<file path="src/rtl/wss_pkg.sv">
package wss_pkg;

  // Default sizes of the slot table
  localparam int SLOTS_DEF       = 16;
  localparam int WEIGHT_BITS_DEF = 16;

  // Fixed field widths of the stream items
  localparam int PICK_W      = 64;
  localparam int SLOT_FW     = 4;
  localparam int WEIGHT_FW   = 16;
  localparam int S_TDATA_W   = 88;
  localparam int M_TDATA_W   = 8;

  // Bit positions inside s_tdata
  localparam int SLOT_LSB    = 0;
  localparam int WEIGHT_LSB  = 4;
  localparam int MEMBER_BIT  = 20;
  localparam int PICK_LSB    = 21;

  // Configuration port
  localparam int APB_AW      = 3;
  localparam int APB_DW      = 32;
  localparam int REG_IDX_BIT = 2;
  localparam logic REG_SELECT_MODE = 1'b0;

  // Item kinds carried in s_tuser
  localparam logic ACT_WRITE  = 1'b0;
  localparam logic ACT_SELECT = 1'b1;

  // Selection modes
  localparam logic MODE_RR       = 1'b0;
  localparam logic MODE_WEIGHTED = 1'b1;

  typedef enum logic [2:0] {
    ST_IDLE,
    ST_SUM,
    ST_PREP,
    ST_MOD,
    ST_SCAN,
    ST_DONE
  } state_t;

  // Control into and status out of the serial modulo unit
  typedef struct packed {
    logic start;
  } mod_ctl_t;

  typedef struct packed {
    logic busy;
    logic done;
  } mod_sts_t;

endpackage

</file>
<file path="src/rtl/wss_slot_table.sv">
module wss_slot_table #(
  parameter int SLOTS       = wss_pkg::SLOTS_DEF,
  parameter int WEIGHT_BITS = wss_pkg::WEIGHT_BITS_DEF
) (
  input  logic                     clk,
  input  logic                     rst,
  input  logic                     wr_en,
  input  logic [$clog2(SLOTS)-1:0] wr_addr,
  input  logic [WEIGHT_BITS-1:0]   wr_weight,
  input  logic                     wr_member,
  input  logic [$clog2(SLOTS)-1:0] rd_addr,
  output logic [WEIGHT_BITS-1:0]   rd_weight,
  output logic                     rd_member
);
  import wss_pkg::*;

  logic [WEIGHT_BITS-1:0] weight_mem [SLOTS];
  logic [SLOTS-1:0]       member;

  // Write one weight; the read weight is registered
  always_ff @(posedge clk) begin
    if (wr_en) begin
      weight_mem[wr_addr] <= wr_weight;
    end
    rd_weight <= weight_mem[rd_addr];
  end

  // Member flags clear at reset, so the pool starts empty
  always_ff @(posedge clk) begin
    if (rst) begin
      member    <= '0;
      rd_member <= 1'b0;
    end else begin
      if (wr_en) begin
        member[wr_addr] <= wr_member;
      end
      rd_member <= member[rd_addr];
    end
  end

endmodule

</file>
<file path="src/rtl/wss_serial_mod.sv">
module wss_serial_mod #(
  parameter int PICK_W = wss_pkg::PICK_W,
  parameter int DIV_W  = wss_pkg::WEIGHT_BITS_DEF + 4
) (
  input  logic                 clk,
  input  logic                 rst,
  input  wss_pkg::mod_ctl_t    ctl,
  input  logic [PICK_W-1:0]    dividend,
  input  logic [DIV_W-1:0]     divisor,
  output wss_pkg::mod_sts_t    sts,
  output logic [DIV_W-1:0]     remainder
);
  import wss_pkg::*;

  localparam int CNT_W = $clog2(PICK_W + 1);

  logic [CNT_W-1:0]  cnt;
  logic [PICK_W-1:0] quo;
  logic [DIV_W-1:0]  rem;
  logic [DIV_W:0]    trial;
  logic [DIV_W:0]    diff;
  logic              fits;
  logic [DIV_W-1:0]  rem_next;

  // One restoring step: bring in the next dividend bit, subtract if it fits
  always_comb begin
    trial    = {rem, quo[PICK_W-1]};
    diff     = trial - {1'b0, divisor};
    fits     = trial >= {1'b0, divisor};
    rem_next = fits ? diff[DIV_W-1:0] : trial[DIV_W-1:0];
  end

  // Step counter and status; done pulses the cycle after the last step
  always_ff @(posedge clk) begin
    if (rst) begin
      sts <= '0;
      cnt <= '0;
    end else begin
      sts.done <= !ctl.start && sts.busy && cnt == CNT_W'(1);
      if (ctl.start) begin
        sts.busy <= 1'b1;
        cnt      <= CNT_W'(PICK_W);
      end else if (sts.busy) begin
        cnt <= cnt - 1'b1;
        if (cnt == CNT_W'(1)) begin
          sts.busy <= 1'b0;
        end
      end
    end
  end

  // Shift the dividend out MSB first, update the partial remainder
  always_ff @(posedge clk) begin
    if (ctl.start) begin
      quo <= dividend;
      rem <= '0;
    end else if (sts.busy) begin
      quo <= quo << 1;
      rem <= rem_next;
    end
  end

  assign remainder = rem;

endmodule

</file>
<file path="src/rtl/weighted_server_select.sv">
// Select item: a sum pass over the table, a check state, serial modulo (one
// pick bit per cycle, then a done pulse), a scan pass that stops at the first
// hit, and an output state that waits while the result register is stalled.
// Empty pool or zero total skips modulo and scan. The next item is taken in
// the cycle after the result loads. Write item: taken only while idle.
// Synchronous active-high reset empties the pool and sets weighted mode.
module weighted_server_select #(
  parameter int SLOTS       = wss_pkg::SLOTS_DEF,
  parameter int WEIGHT_BITS = wss_pkg::WEIGHT_BITS_DEF
) (
  input  logic                          clk,
  input  logic                          rst,
  // s_tdata: slot[3:0], weight[19:4], member[20], pick_value[84:21], zeros
  input  logic                          s_tvalid,
  output logic                          s_tready,
  input  logic [wss_pkg::S_TDATA_W-1:0] s_tdata,
  // s_tuser: action[0]
  input  logic [0:0]                    s_tuser,
  // m_tdata: chosen_slot[3:0], zeros
  output logic                          m_tvalid,
  input  logic                          m_tready,
  output logic [wss_pkg::M_TDATA_W-1:0] m_tdata,
  // m_tuser: found[0]
  output logic [0:0]                    m_tuser,
  input  logic                          psel,
  input  logic                          penable,
  input  logic                          pwrite,
  input  logic [wss_pkg::APB_AW-1:0]    paddr,
  input  logic [wss_pkg::APB_DW-1:0]    pwdata,
  output logic [wss_pkg::APB_DW-1:0]    prdata,
  output logic                          pready
);
  import wss_pkg::*;

  localparam int SIDX_W = $clog2(SLOTS);
  localparam int CNT_W  = SIDX_W + 1;
  localparam int TOT_W  = WEIGHT_BITS + SIDX_W;

  state_t state, state_next;

  logic                   select_mode;
  logic [CNT_W-1:0]       cnt;
  logic                   vld_d;
  logic [SIDX_W-1:0]      idx_d;
  logic [TOT_W-1:0]       total;
  logic [CNT_W-1:0]       nmem;
  logic [TOT_W-1:0]       run;
  logic [TOT_W-1:0]       run_next;
  logic [TOT_W-1:0]       divisor;
  logic [TOT_W-1:0]       remainder;
  logic [PICK_W-1:0]      pick;
  logic                   res_found;
  logic [SIDX_W-1:0]      res_slot;
  logic                   out_found;
  logic [SLOT_FW-1:0]     out_slot;
  logic [SIDX_W+SLOT_FW-1:0] slot_ext;
  logic [SIDX_W+SLOT_FW-1:0] addr_ext;
  logic [WEIGHT_BITS+WEIGHT_FW-1:0] weight_ext;

  logic                   tbl_wr;
  logic [SIDX_W-1:0]      wr_addr;
  logic [WEIGHT_BITS-1:0] wr_weight;
  logic [WEIGHT_BITS-1:0] rd_weight;
  logic                   rd_member;
  logic                   accept_sel;
  logic                   scan_end;
  logic                   hit;
  logic                   load_out;
  logic                   cfg_wr;
  mod_ctl_t               mod_ctl;
  mod_sts_t               mod_sts;

  // Input field extraction, sized to the table
  assign addr_ext   = {{SIDX_W{1'b0}}, s_tdata[SLOT_LSB +: SLOT_FW]};
  assign wr_addr    = addr_ext[SIDX_W-1:0];
  assign weight_ext = {{WEIGHT_BITS{1'b0}}, s_tdata[WEIGHT_LSB +: WEIGHT_FW]};
  assign wr_weight  = weight_ext[WEIGHT_BITS-1:0];

  assign divisor  = (select_mode == MODE_WEIGHTED) ? total : TOT_W'(nmem);
  assign run_next = run + ((select_mode == MODE_WEIGHTED) ? TOT_W'(rd_weight)
                                                          : TOT_W'(1));
  assign hit      = vld_d && rd_member && (run_next > remainder);
  assign scan_end = cnt == CNT_W'(SLOTS);

  // Next state
  always_comb begin
    state_next = state;
    case (state)
      ST_IDLE: if (s_tvalid && s_tuser[0] == ACT_SELECT) state_next = ST_SUM;
      ST_SUM:  if (scan_end) state_next = ST_PREP;
      ST_PREP: state_next = (divisor == '0) ? ST_DONE : ST_MOD;
      ST_MOD:  if (mod_sts.done) state_next = ST_SCAN;
      ST_SCAN: if (hit || scan_end) state_next = ST_DONE;
      ST_DONE: if (!m_tvalid || m_tready) state_next = ST_IDLE;
      default: state_next = ST_IDLE;
    endcase
  end

  // Control outputs
  always_comb begin
    s_tready      = 1'b0;
    tbl_wr        = 1'b0;
    accept_sel    = 1'b0;
    mod_ctl.start = 1'b0;
    load_out      = 1'b0;
    case (state)
      ST_IDLE: begin
        s_tready   = 1'b1;
        tbl_wr     = s_tvalid && s_tuser[0] == ACT_WRITE &&
                     32'(s_tdata[SLOT_LSB +: SLOT_FW]) < SLOTS;
        accept_sel = s_tvalid && s_tuser[0] == ACT_SELECT;
      end
      ST_PREP: mod_ctl.start = divisor != '0;
      ST_DONE: load_out = !m_tvalid || m_tready;
      default: ;
    endcase
  end

  always_ff @(posedge clk) begin
    if (rst) begin
      state <= ST_IDLE;
    end else begin
      state <= state_next;
    end
  end

  // Scan counter and delayed read tag, shared by sum and select passes
  always_ff @(posedge clk) begin
    if (rst) begin
      cnt   <= '0;
      vld_d <= 1'b0;
    end else begin
      vld_d <= (state == ST_SUM || state == ST_SCAN) && cnt < CNT_W'(SLOTS);
      if (accept_sel || (state == ST_MOD && mod_sts.done)) begin
        cnt <= '0;
      end else if ((state == ST_SUM || state == ST_SCAN) && !scan_end) begin
        cnt <= cnt + 1'b1;
      end
    end
  end

  // Accumulate totals, scan running weight, hold the result
  always_ff @(posedge clk) begin
    idx_d <= cnt[SIDX_W-1:0];
    if (accept_sel) begin
      total <= '0;
      nmem  <= '0;
      pick  <= s_tdata[PICK_LSB +: PICK_W];
    end
    if (state == ST_SUM && vld_d && rd_member) begin
      total <= total + TOT_W'(rd_weight);
      nmem  <= nmem + 1'b1;
    end
    if (state == ST_MOD && mod_sts.done) begin
      run <= '0;
    end
    if (state == ST_PREP && divisor == '0) begin
      res_found <= 1'b0;
      res_slot  <= '0;
    end
    if (state == ST_SCAN) begin
      if (vld_d && rd_member) begin
        run <= run_next;
      end
      if (hit) begin
        res_found <= 1'b1;
        res_slot  <= idx_d;
      end else if (scan_end) begin
        res_found <= 1'b0;
        res_slot  <= '0;
      end
    end
  end

  // Output register
  assign slot_ext = {{SLOT_FW{1'b0}}, res_slot};

  always_ff @(posedge clk) begin
    if (rst) begin
      m_tvalid <= 1'b0;
    end else if (load_out) begin
      m_tvalid <= 1'b1;
    end else if (m_tready) begin
      m_tvalid <= 1'b0;
    end
  end

  always_ff @(posedge clk) begin
    if (load_out) begin
      out_found <= res_found;
      out_slot  <= slot_ext[SLOT_FW-1:0];
    end
  end

  assign m_tdata = {{(M_TDATA_W - SLOT_FW){1'b0}}, out_slot};
  assign m_tuser = out_found;

  // Configuration register
  assign pready = 1'b1;
  assign cfg_wr = psel && penable && pwrite && pready;

  always_ff @(posedge clk) begin
    if (rst) begin
      select_mode <= MODE_WEIGHTED;
    end else if (cfg_wr && paddr[REG_IDX_BIT] == REG_SELECT_MODE) begin
      select_mode <= pwdata[0];
    end
  end

  assign prdata = (paddr[REG_IDX_BIT] == REG_SELECT_MODE) ?
                  {{(APB_DW - 1){1'b0}}, select_mode} : '0;

  wss_slot_table #(
    .SLOTS       (SLOTS),
    .WEIGHT_BITS (WEIGHT_BITS)
  ) u_table (
    .clk       (clk),
    .rst       (rst),
    .wr_en     (tbl_wr),
    .wr_addr   (wr_addr),
    .wr_weight (wr_weight),
    .wr_member (s_tdata[MEMBER_BIT]),
    .rd_addr   (cnt[SIDX_W-1:0]),
    .rd_weight (rd_weight),
    .rd_member (rd_member)
  );

  wss_serial_mod #(
    .PICK_W (PICK_W),
    .DIV_W  (TOT_W)
  ) u_mod (
    .clk       (clk),
    .rst       (rst),
    .ctl       (mod_ctl),
    .dividend  (pick),
    .divisor   (divisor),
    .sts       (mod_sts),
    .remainder (remainder)
  );

endmodule

</file>
<file path="config.mk">
export PLATFORM = sky130hd
export DESIGN_NAME = weighted_server_select
export DESIGN_NICKNAME = d
export VERILOG_FILES = /design/src/rtl/wss_pkg.sv /design/src/rtl/wss_slot_table.sv /design/src/rtl/wss_serial_mod.sv /design/src/rtl/weighted_server_select.sv
export SDC_FILE = /design/constraint.sdc
export NUM_CORES = 1
export LEC_CHECK = 0
export BUFFER_PORTS_ARGS = -buffer_cell sky130_fd_sc_hd__buf_2
export CORE_MARGIN = 4
export CORE_UTILIZATION = 50
export CTS_CLUSTER_DIAMETER = 80
export CTS_CLUSTER_SIZE = 8
export DETAILED_ROUTE_END_ITERATION = 7
export GPL_TIMING_DRIVEN = 0
export PLACE_DENSITY = 0.73
export SLEW_MARGIN = 10
export SYNTH_ARGS = -nofsm -noshare
export SYNTH_HDL_FRONTEND = slang
export SYNTH_SLANG_ARGS = --single-unit
</file>
<file path="constraint.sdc">
create_clock -name clk -period 5.2 [get_ports clk]
set_input_delay 0.26 -clock clk [delete_from_list [all_inputs] [get_ports clk]]
set_output_delay 0.26 -clock clk [all_outputs]
set_load 0.01 [all_outputs]
</file>
==> flow_summary_export.csv, run 1 <==
group,metric,value,unit
timing,tns,0,ps
synthesis,syn_inst,1678,
place,place.gp.congestion,0.8623,
timing,fmax,198.0,MHz
global_route,antenna_found_initial,2,
clock_tree,cts_buffer_depth,3,
timing,fin_crit_sh,97.14,%
route,post-route-drc-count,0,
timing,max_slew_margin,30.04,%
route,wl_met2,30.14,mm
clock_tree,clk_pin_slew,50,ps
synthesis,synthArstFlopShare,0,%
power_and_ir_drop,swShare,23.74,%
clock_tree,htreeDepth,3,
route,wl_per_cell,21.89,um
synthesis,synth-seq-cells,516,
route,ant_nets,0,
cells_and_area,fin_area,27350,um^2
timing,fin_crit,5051,ps
timing,final-hold-violation-count,0,
global_route,grt_pass1_vias,15280,
synthesis,synth_commonest_cells,"edfxtp_1, nand2_1, dfxtp_1",
synthesis,yosysWarnings,0,
power_and_ir_drop,clockPowerShare,44.9,%
timing,slew_violations,0,
route,finalWirelength,57.43,mm
global_route,grt_max_degree,65,
floorplan,die_area,48960,um^2
power_and_ir_drop,intPower,0.007672,W
setup_path,cp_data_required_time,5730,ps
route,drt_iter0_markers,1239,
synthesis,yosysUniqueCellTypes,72,
synthesis,syn_area_per_cell,13.55,um^2
global_route,grtUsageTotal,22.97,%
floorplan,initial_core_util,50.99,%
synthesis,synth_most_common_cell,"edfxtp_1",
setup_path,cp_max_fo,10,
cells_and_area,area_growth,20.23,%
route,wl_met1,21.63,mm
clock_tree,ctsRootBufferMaster,"clkbuf_16",
route,top_layer,"met5",
route,wl_met3,3.708,mm
power_and_ir_drop,p_comb_share,9.3,%
floorplan,die_width,221.3,um
run_status,run_status,"completed",
global_route,grt_overflow,0,
power_and_ir_drop,seqPwrFrac,45.8,%
global_route,grt_pass1_wl,88.01,mm
floorplan,row_count,77,
timing,rsz0062_at_grt,"false",
clock_tree,insertion_delay,610,ps
power_and_ir_drop,switchingPower,0.002389,W
synthesis,synth_edf_count,414,
synthesis,netlist.top_cell.by_area,"edfxtp_1",
timing,fin_skew,26.07,ps
floorplan,io-pin-count,175,
route,vias,15110,
hold_path,hold_path.class,"primary input to flip-flop",
power_and_ir_drop,leakage,10.26,nW
clock_tree,cts_buffers,74,
route,vias_per_cell,5.759,
clock_tree,cts_sinks,516,
cells_and_area,utilization,61.30,%
cells_and_area,drive_above_1_share,18.82,%
run,drv_cap,0,
floorplan,core,44610,um^2
cells_and_area,nNetsFinal,2191,
floorplan,die_h,221.3,um
setup_path,rrSetupSlack,150,ps
place,io_buffers,101,
timing,setup_viol,0,
clock_tree,cts_tree,"done",
route,firstDrtPassIters,5,
synthesis,synthFlopType,"edfxtp_1",
synthesis,synth_area,22740,um^2
power_and_ir_drop,worst_ir_drop_vdd,0.3534,mV
setup_path,end_kind,"flip-flop",
power_and_ir_drop,p_total,0.01006,W
synthesis,synthTopCellsByArea,"edfxtp_1, dfxtp_1, mux4_2",
synthesis,yosysTopAreaCellShare,54.66,%
place,dpl-instance-area,24450,um^2
setup_path,path_class,"flip-flop to flip-flop",
setup_path,worstPathArrival,5580,ps
setup_path,worst_setup_path_start_kind,"flip-flop",
power_and_ir_drop,pwr_density_cell,367.9,nW/um^2
place,hpwlAfterDp,36.12,mm
timing,tightest_slew,1049,ps
synthesis,synth.yosys.seq_area_share,63.64,%
==> power by group through the flow <==
stage	clock network, W	logic, W	registers [W]
2_1_floorplan	0	0.000637	0.00466
3_3_place_gp	0	0.000832	0.00469
3_5_place_dp	0	0.000868	0.00469
4_1_cts	0.00454	0.000917	0.00461
5_1_grt	0.00476	0.00102	0.00461
6_report	0.00452	0.000932	0.00461
==> worst max-delay path, cell delays in order, from the launching register on <==
cell and delay, ps:
dfxtp_1 420, buf_2 340, clkbuf_1 360, and2_1 210, ha_1 290, a21o_1 190, a21oi_1 180, nor2b_1 110
a311oi_1 470, a31oi_1 200, and4_1 270, xor2_1 150, ha_1 290, nand4_1 110, nor3_1 350, o2111ai_1 190
o211ai_1 130, a21oi_1 130, nor3_4 200, buf_4 180, mux2i_1 180
==> worst paths after layout <==
kind | depth (start not counted) | endpoint | startpoint
worst max-delay path | 20 | res_slot[2] | select_mode
worst min-delay path | 1 | u_table.weight_mem[13][9] | s_tdata[13]
worst max register to register | 20 | res_slot[2] | select_mode
worst min register to register | 0 | idx_d[0] | cnt[0]
==> stage by stage <==
stage | setup WS, ps | hold slack [ps] | std cells
3_3_place_gp | 53.39 | 373.4 | 2405
3_5_place_dp | -91.16 | 366.9 | 2426
5_1_grt | 12.67 | 26.06 | 2624
2_1_floorplan | 1026 | 352.9 | 1712
6_report | 148.6 | 40.62 | 2624
4_1_cts | 84.89 | 9.334 | 2620
==> registers in the layout, indices dropped and copies added (netlist names), 2 cells and up <==
name / count
idx_d: 4
u_table.member: 16
nmem: 5
u_mod.cnt: 7
res_slot: 4
pick: 64
u_mod.sts: 2
u_table.weight_mem: 256
u_mod.quo: 64
run: 20
cnt: 5
out_slot: 4
total: 20
u_mod.remainder: 20
u_table.rd_weight: 16
state: 3
==> routing by layer <==
layer	global-route usage (%)	vias up
met5	0	-
met4	7.993	2
met3	4.519	149
met2	41.35	678
met1	27.70	7511
li1	-	6772
==> what timing repair did <==
item | in CTS | in global routing
resized for setup | 2 | 2
buffers inserted | 0 | 2
pin swaps | 0 | 1
endpoints found under the setup margin | 5 | 6
hold buffers | 68 | 0
endpoints found under the hold margin | 68 | 0
==> logic make-up (layout without fill, tap and decap cells) <==
family	count (synthesis)	in the layout	share of synthesized area, %
adder cells (fa/ha/maj)	80	80	4.500
AND/OR/NAND/NOR	551	551	10.82
buffers and inverters	151	469	3.196
flip-flops	516	516	63.64
XOR/XNOR	56	56	2.156
multiplexers	101	101	9.132
other	2	38	0.03302
AO/OA/AOI/OAI	221	221	6.524
==> layout make-up <==
| type | instances | area, um^2 |
|---|---|---|
| sequential | 516 | 14470 |
| tap | 592 | 740.7 |
| timing repair buffer | 192 | 1469 |
| fill | 3217 | 17260 |
| clock buffer | 120 | 2067 |
| inverter | 46 | 172.7 |
| clock inverter | 6 | 113.9 |
| buffer | 105 | 555.5 |
| antenna | 2 | 5.005 |
| multi-input combinational | 1045 | 7747 |
==> cells in the final DEF, fill, tap and decap left out, drive strengths merged, types with 5 or more instances in the layout <==
cell	instances
edfxtp	414
nand2	315
buf	180
clkbuf	169
dfxtp	102
mux4	85
ha	77
nor2	75
dlygate4sd3	68
a21oi	56
o21ai	54
inv	49
conb	36
nand3	33
xnor2	31
a21o	27
xor2	25
and2	22
a31oi	20
nor3	19
mux2i	14
nand4	13
nand2b	13
nor2b	12
and3	11
a211oi	8
nor4	7
o21a	7
nand3b	6
or3	5
and4	5
o21bai	5
a211o	5
No activity file was read; power rests on OpenSTA's default activity.
==> inputs of run 2 (changes only) <==
--- a/config.mk
+++ b/config.mk
@@ -7,12 +7,12 @@
 export LEC_CHECK = 0
 export BUFFER_PORTS_ARGS = -buffer_cell sky130_fd_sc_hd__buf_2
 export CORE_MARGIN = 4
-export CORE_UTILIZATION = 50
+export CORE_UTILIZATION = 45
 export CTS_CLUSTER_DIAMETER = 80
 export CTS_CLUSTER_SIZE = 8
 export DETAILED_ROUTE_END_ITERATION = 7
 export GPL_TIMING_DRIVEN = 0
-export PLACE_DENSITY = 0.73
+export PLACE_DENSITY = 0.68
 export SLEW_MARGIN = 10
 export SYNTH_ARGS = -nofsm -noshare
 export SYNTH_HDL_FRONTEND = slang
==> flow_summary_export.csv, run 2 (synthesis gave the netlist of run 1 again) <==
group,metric,value,unit
place,place.gp.congestion,0.8580,
cells_and_area,final_cells,2696,
timing,fin_crit_sh,90.46,%
timing,setup_viol,0,
setup_path,cp_max_fo,10,
cells_and_area,area_growth,20.64,%
cells_and_area,drive_above_1_share,18.97,%
clock_tree,cts_buffers,75,
route,finalWirelength,53.85,mm
clock_tree,clk_pin_slew,50,ps
floorplan,die_h,232.8,um
timing,fmax,212.6,MHz
cells_and_area,top_register,"u_table.weight_mem",
route,ant_nets,0,
route,post-route-drc-count,0,
route,drt_iter0_markers,1088,
setup_path,path_class,"flip-flop to flip-flop",
run_status,run_status,"completed",
clock_tree,cts_buffer_depth,3,
hold_path,hold_path.class,"primary input to flip-flop",
route,firstDrtPassIters,5,
power_and_ir_drop,worst_ir_drop_vdd,0.4040,mV
clock_tree,htreeDepth,3,
setup_path,worstPathArrival,5220,ps
timing,max_slew_margin,29.51,%
cells_and_area,largest_registers,"u_table.weight_mem: 256 flops, pick: 64 flops, u_mod.quo: 64 flops",
place,place_inst,2505,
global_route,grtUsageTotal,19.96,%
floorplan,die_area,54200,um^2
global_route,grt_pass1_vias,14650,
global_route,grt_max_degree,65,
place,io_buffers,101,
route,wl_per_cell,19.97,um
clock_tree,insertion_delay,610,ps
place,hpwlAfterDp,36.43,mm
timing,fin_skew,31.23,ps
global_route,antenna_found_initial,1,
route,vias_per_cell,5.397,
setup_path,rrSetupSlack,500,ps
cells_and_area,final_cell_mix,"edfxtp_1, nand2_1, buf_2",
timing,final-hold-violation-count,0,
clock_tree,cts_tree,"done",
cells_and_area,n_antenna_cell,0,
floorplan,die_width,232.8,um
cells_and_area,mostFrequentLayoutCell,"edfxtp_1",
global_route,grt_overflow,0,
setup_path,end_kind,"flip-flop",
timing,fin_crit,4704,ps
floorplan,initial_core_util,45.43,%
route,vias,14550,
timing,rsz0062_at_grt,"false",
cells_and_area,nNetsFinal,2192,
cells_and_area,largest_register_ffs,256,
setup_path,cp_data_required_time,5720,ps
power_and_ir_drop,leakage,10.26,nW
timing,slew_violations,0,
run,drv_cap,0,
clock_tree,ctsRootBufferMaster,"clkbuf_16",
timing,tightest_slew,1057,ps
setup_path,worst_setup_path_start_kind,"flip-flop",
global_route,grt_pass1_wl,83.48,mm
timing,hold_slack,32.48,ps
floorplan,row_count,82,
floorplan,io-pin-count,175,
clock_tree,cts_sinks,516,
power_and_ir_drop,pwr_density_cell,364.0,nW/um^2
floorplan,core,50070,um^2
[run 2: cell types whose count changed in the layout (fill, tap and decap cells not counted), moves of 2 or more]
| cell | delta |
|---|---|
| diode_2 | -2 |
| clkinv_2 | +2 |
| clkbuf_1 | -9 |
| dlygate4sd3_1 | +2 |
| buf_6 | -2 |
| inv_4 | +2 |
[run 2: power breakdown]
part	switching, W	total [W]	leakage, nW	internal [W]
sequential	0.0000690	0.00461	4.59	0.00454
combinational	0.000517	0.000927	4.64	0.000410
clock	0.00176	0.00445	1.03	0.00269
[run 2: final timing paths]
kind / startpoint / to / cells past startpoint
setup / recovery: select_mode / res_slot[1] / 20
hold / removal: pwrite / select_mode / 3
setup reg to reg: select_mode / res_slot[1] / 20
hold reg to reg: cnt[0] / idx_d[0] / 0
[run 2: stage by stage]
step | TNS [ps] | cell area, um^2 | total power, W | util, % | worst slack [ps]
final | 0 | 27440 | 0.009989 | 54.80 | 495.9
after global routing | 0 | 27440 | 0.01036 | 54.80 | 91.13
after CTS | 0 | 27400 | 0.01004 | 54.73 | 101.6
after detailed placement | -431.3 | 24540 | 0.005558 | 49.01 | -112.6
after global placement | 0 | 24220 | 0.005525 | 48.37 | 11.00
after floorplan | 0 | 22870 | 0.005293 | - | 1026
[run 2: repair_timing]
action / 4_1_cts / 5_1_grt
endpoints found under the setup margin: 5 / 6
hold buffers: 70 / 0
hold endpoints to repair: 90 / 0
resized for setup: 2 / 4
pin swaps: 0 / 1
setup buffers: 0 / 1
[run 2: layout make-up]
| class | count | area, um^2 |
|---|---|---|
| Multi-Input combinational cell | 1045 | 7752 |
| Tap cell | 672 | 840.8 |
| Sequential cell | 516 | 14470 |
| Clock inverter | 9 | 118.9 |
| Inverter | 46 | 175.2 |
| Clock buffer | 111 | 2033 |
| Timing Repair Buffer | 192 | 1486 |
| Buffer | 105 | 558.0 |
| Fill cell | 4017 | 22630 |
[run 2: metal layers]
metal	up-vias	GRT usage [%]	routed length, um
li1	6757	-	-
met1	7234	24.92	21440
met2	434	35.42	28350
met3	122	3.208	2424
met4	2	6.687	1637
met5	-	0	7
[run 2: worst max-delay path: stages (launching register included)]
cell and delay, ps:
dfxtp_1 460, clkbuf_4 320, clkbuf_1 350, and2_1 220, ha_1 290, a21o_1 200, a21oi_1 150, nor2b_1 80
a311oi_1 350, a31oi_1 180, and4_1 260, xor2_1 150, ha_1 290, nand4_1 130, nor3_2 280, o2111ai_1 170
o211ai_1 130, a21oi_1 130, nor3_4 180, buf_12 140, mux2i_1 170
==> inputs of run 3 (changes only) <==
--- a/config.mk
+++ b/config.mk
@@ -16,4 +16,5 @@
 export SLEW_MARGIN = 10
 export SYNTH_ARGS = -nofsm -noshare
 export SYNTH_HDL_FRONTEND = slang
+export SYNTH_HIERARCHICAL = 1
 export SYNTH_SLANG_ARGS = --single-unit
==> constraint.sdc (replaced) <==
create_clock -name clk -period 5.6 [get_ports clk]
set_input_delay 0.28 -clock clk [delete_from_list [all_inputs] [get_ports clk]]
set_output_delay 0.28 -clock clk [all_outputs]
set_load 0.01 [all_outputs]
==> flow_summary_export.csv, run 3 <==
group,metric,value,unit
synthesis,synth_area,23410,um^2
route,vias_per_cell,5.512,
power_and_ir_drop,leakage,10.14,nW
place,hpwlAfterDp,36.43,mm
setup_path,worst_setup_path_start_kind,"flip-flop",
setup_path,worstPathArrival,5760,ps
synthesis,yosysWarnings,6,
power_and_ir_drop,clockPowerShare,44.9,%
place,dpl_worst_slack,434.1,ps
route,finalWirelength,53.75,mm
global_route,grt_overflow,0,
global_route,grt_pass1_wl,84.34,mm
synthesis,netlist.top_cell.by_area,"edfxtp_1",
power_and_ir_drop,pwr_density_cell,338.0,nW/um^2
route,post-route-drc-count,0,
setup_path,crit_slowest_cell,"nor4_1",
cells_and_area,largest_registers,"u_table/weight_mem: 256 flops, pick: 64 flops, u_mod/quo: 64 flops",
clock_tree,ctsRootBufferMaster,"clkbuf_16",
power_and_ir_drop,p_comb_share,10.0,%
cells_and_area,final_cell_mix,"edfxtp_1, buf_2, dfxtp_1",
route,wl_per_cell,19.83,um
power_and_ir_drop,p_total,0.009519,W
clock_tree,cts_sinks,516,
timing,rsz0062_at_grt,"false",
clock_tree,cts_setup_buffers,0,
global_route,grt_pass1_vias,15270,
synthesis,synthFlopType,"edfxtp_1",
timing,slew_violations,0,
floorplan,die_h,236.1,um
cells_and_area,drive_above_1_share,20.20,%
clock_tree,insertion_delay,620,ps
place,place.gp.congestion,0.9024,
run,drv_cap,0,
setup_path,path_class,"flip-flop to flip-flop",
synthesis,synthArstFlopShare,0,%
synthesis,synth_edf_count,414,
clock_tree,cts_buffers,75,
setup_path,critPathMaxStageDelay,470,ps
setup_path,cp_data_required_time,6130,ps
timing,fin_crit_sh,93.50,%
synthesis,synth.yosys.seq_area_share,61.83,%
run_status,run_status,"completed",
power_and_ir_drop,swShare,24.00,%
floorplan,row_count,83,
timing,fmax,191.0,MHz
synthesis,synth_most_common_cell,"edfxtp_1",
place,io_buffers,102,
route,firstDrtPassIters,5,
setup_path,path_cells,"buf_6 -> or2b_1 -> ha_1 -> fa_1 -> a211oi_2 -> o21ai_1 -> a221oi_2 -> o21ai_1 -> a21o_1 -> nand3_1 -> xnor2_1 -> ha_1 -> nand4_1 -> nor4_1 -> a21boi_1 -> o41a_1 -> o31ai_1 -> a2111o_1 -> a21oi_1",
clock_tree,htreeDepth,3,
synthesis,synth_commonest_cells,"edfxtp_1, nor2_1, dfxtp_1",
global_route,grt_max_degree,65,
timing,tightest_slew,1166,ps
power_and_ir_drop,intPower,0.007235,W
cells_and_area,fin_area,28170,um^2
setup_path,end_kind,"flip-flop",
global_route,grtUsageTotal,19.08,%
timing,max_slew_margin,22.09,%
route,drt_iter0_markers,1110,
power_and_ir_drop,switchingPower,0.002284,W
floorplan,die_width,236.1,um
setup_path,cp_max_fo,10,
cells_and_area,final_cells,2711,
timing,tns,0,ps
cells_and_area,nNetsFinal,2188,
timing,setup_viol,0,
power_and_ir_drop,seqPwrFrac,45.2,%
cells_and_area,area_growth,20.32,%
route,vias,14940,
clock_tree,cts_buffer_depth,3,
timing,final-hold-violation-count,0,
floorplan,io-pin-count,175,
clock_tree,cts_tree,"done",
clock_tree,clk_pin_slew,50,ps
synthesis,syn_area_per_cell,13.96,um^2
global_route,antenna_found_initial,1,
floorplan,die_area,55740,um^2
place,place_inst,2511,
route,ant_nets,0,
place,dpl-instance-area,25210,um^2
cells_and_area,nFillCells,4107,
timing,setup_ws,364.2,ps
synthesis,yosysUniqueCellTypes,82,
synthesis,yosysTopAreaCellShare,53.11,%
power_and_ir_drop,worst_ir_drop_vdd,0.2663,mV
synthesis,syn_inst,1677,
synthesis,synthTopCellsByArea,"edfxtp_1, dfxtp_1, mux4_2",
floorplan,initial_core_util,45.54,%
cells_and_area,largest_register_ffs,256,
synthesis,synth-seq-cells,516,
floorplan,core,51410,um^2
timing,fin_crit,5236,ps
hold_path,hold_path.class,"primary input to flip-flop",
timing,fin_skew,31.41,ps
cells_and_area,mostFrequentLayoutCell,"edfxtp_1",
cells_and_area,top_register,"u_table/weight_mem",
-- run 3: changes by cell type after synthesis, sizes merged, moves of 10 or more --
cell,before,now
a21o,27,17
mux4,85,66
inv,46,63
nand3,33,49
a22o,2,16
and2,22,41
o21ai,54,75
nand2,315,97
mux2,2,69
a21oi,56,68
a221o,0,16
nor2,75,103
a211oi,8,18
-- run 3: area by class of cell --
class	instances	area [um^2]	share of cell area (%)
diodes	1	2.502	0.008884
plain buffers	108	650.6	2.310
clock buffers	122	2085	7.401
clock inverters	8	181.4	0.6441
inverters	63	241.5	0.8573
multi-input cells	1024	8228	29.21
flip-flops and latches	516	14470	51.39
well taps	680	850.8	3.021
repair buffers	189	1454	5.162
-- run 3: cell families after synthesis --
kind of cell | synth area share, %
AOI/OAI and AO/OA | 9.033
other | 0.03208
xor gates and xnor gates | 1.908
DFF | 61.83
muxes | 10.46
adders and majority gates | 4.372
buffers and inverters | 3.789
and+or+nand+nor | 8.573
-- run 3: worst paths after layout --
check	start	end	slack, ps	depth (start not counted)
max	select_mode	state[0]	360	19
min	rst	u_mod/cnt[6]	40	2
max reg2reg	select_mode	state[0]	360	19
min reg2reg	res_slot[0]	out_slot[0]	430	0
-- run 3: stage by stage --
step	hold WS, ps	util, %
final	36.31	54.79
after global routing	33.41	54.79
after CTS	0.1086	54.79
after detailed placement	413.9	49.04
after global placement	414.9	48.44
after floorplan	349.1	-
-- run 3: layer usage --
layer | vias to the layer above | wire length, um | track usage, %
met5 | - | 0 | 0
li1 | 6962 | - | -
met4 | 0 | 1778 | 7.386
met3 | 102 | 2562 | 3.543
met1 | 7476 | 22160 | 24.02
met2 | 404 | 27250 | 32.86
-- run 3: what timing repair did --
| action | in CTS | in global routing |
|---|---|---|
| hold buffers | 69 | 0 |
| resized for setup | 0 | 0 |
| endpoints found under the hold margin | 69 | 0 |
-- run 3: power by group through the flow --
stage | Combinational, W | Sequential (W) | Clock, W
2_1_floorplan | 0.000662 | 0.00433 | 0
3_3_place_gp | 0.000857 | 0.00437 | 0
3_5_place_dp | 0.000893 | 0.00437 | 0
4_1_cts | 0.000939 | 0.00430 | 0.00435
5_1_grt | 0.00105 | 0.00430 | 0.00453
6_report | 0.000949 | 0.00430 | 0.00427
-- run 3: worst max-delay path, delay by kind of cell, from the launching register on --
family	cells	cell delay, ps
AO/OA/AOI/OAI	10	2460
XOR/XNOR	1	80
adder cells (fa/ha/maj)	3	970
buffers and inverters	1	200
flip-flops	1	440
AND/OR/NAND/NOR	4	1010
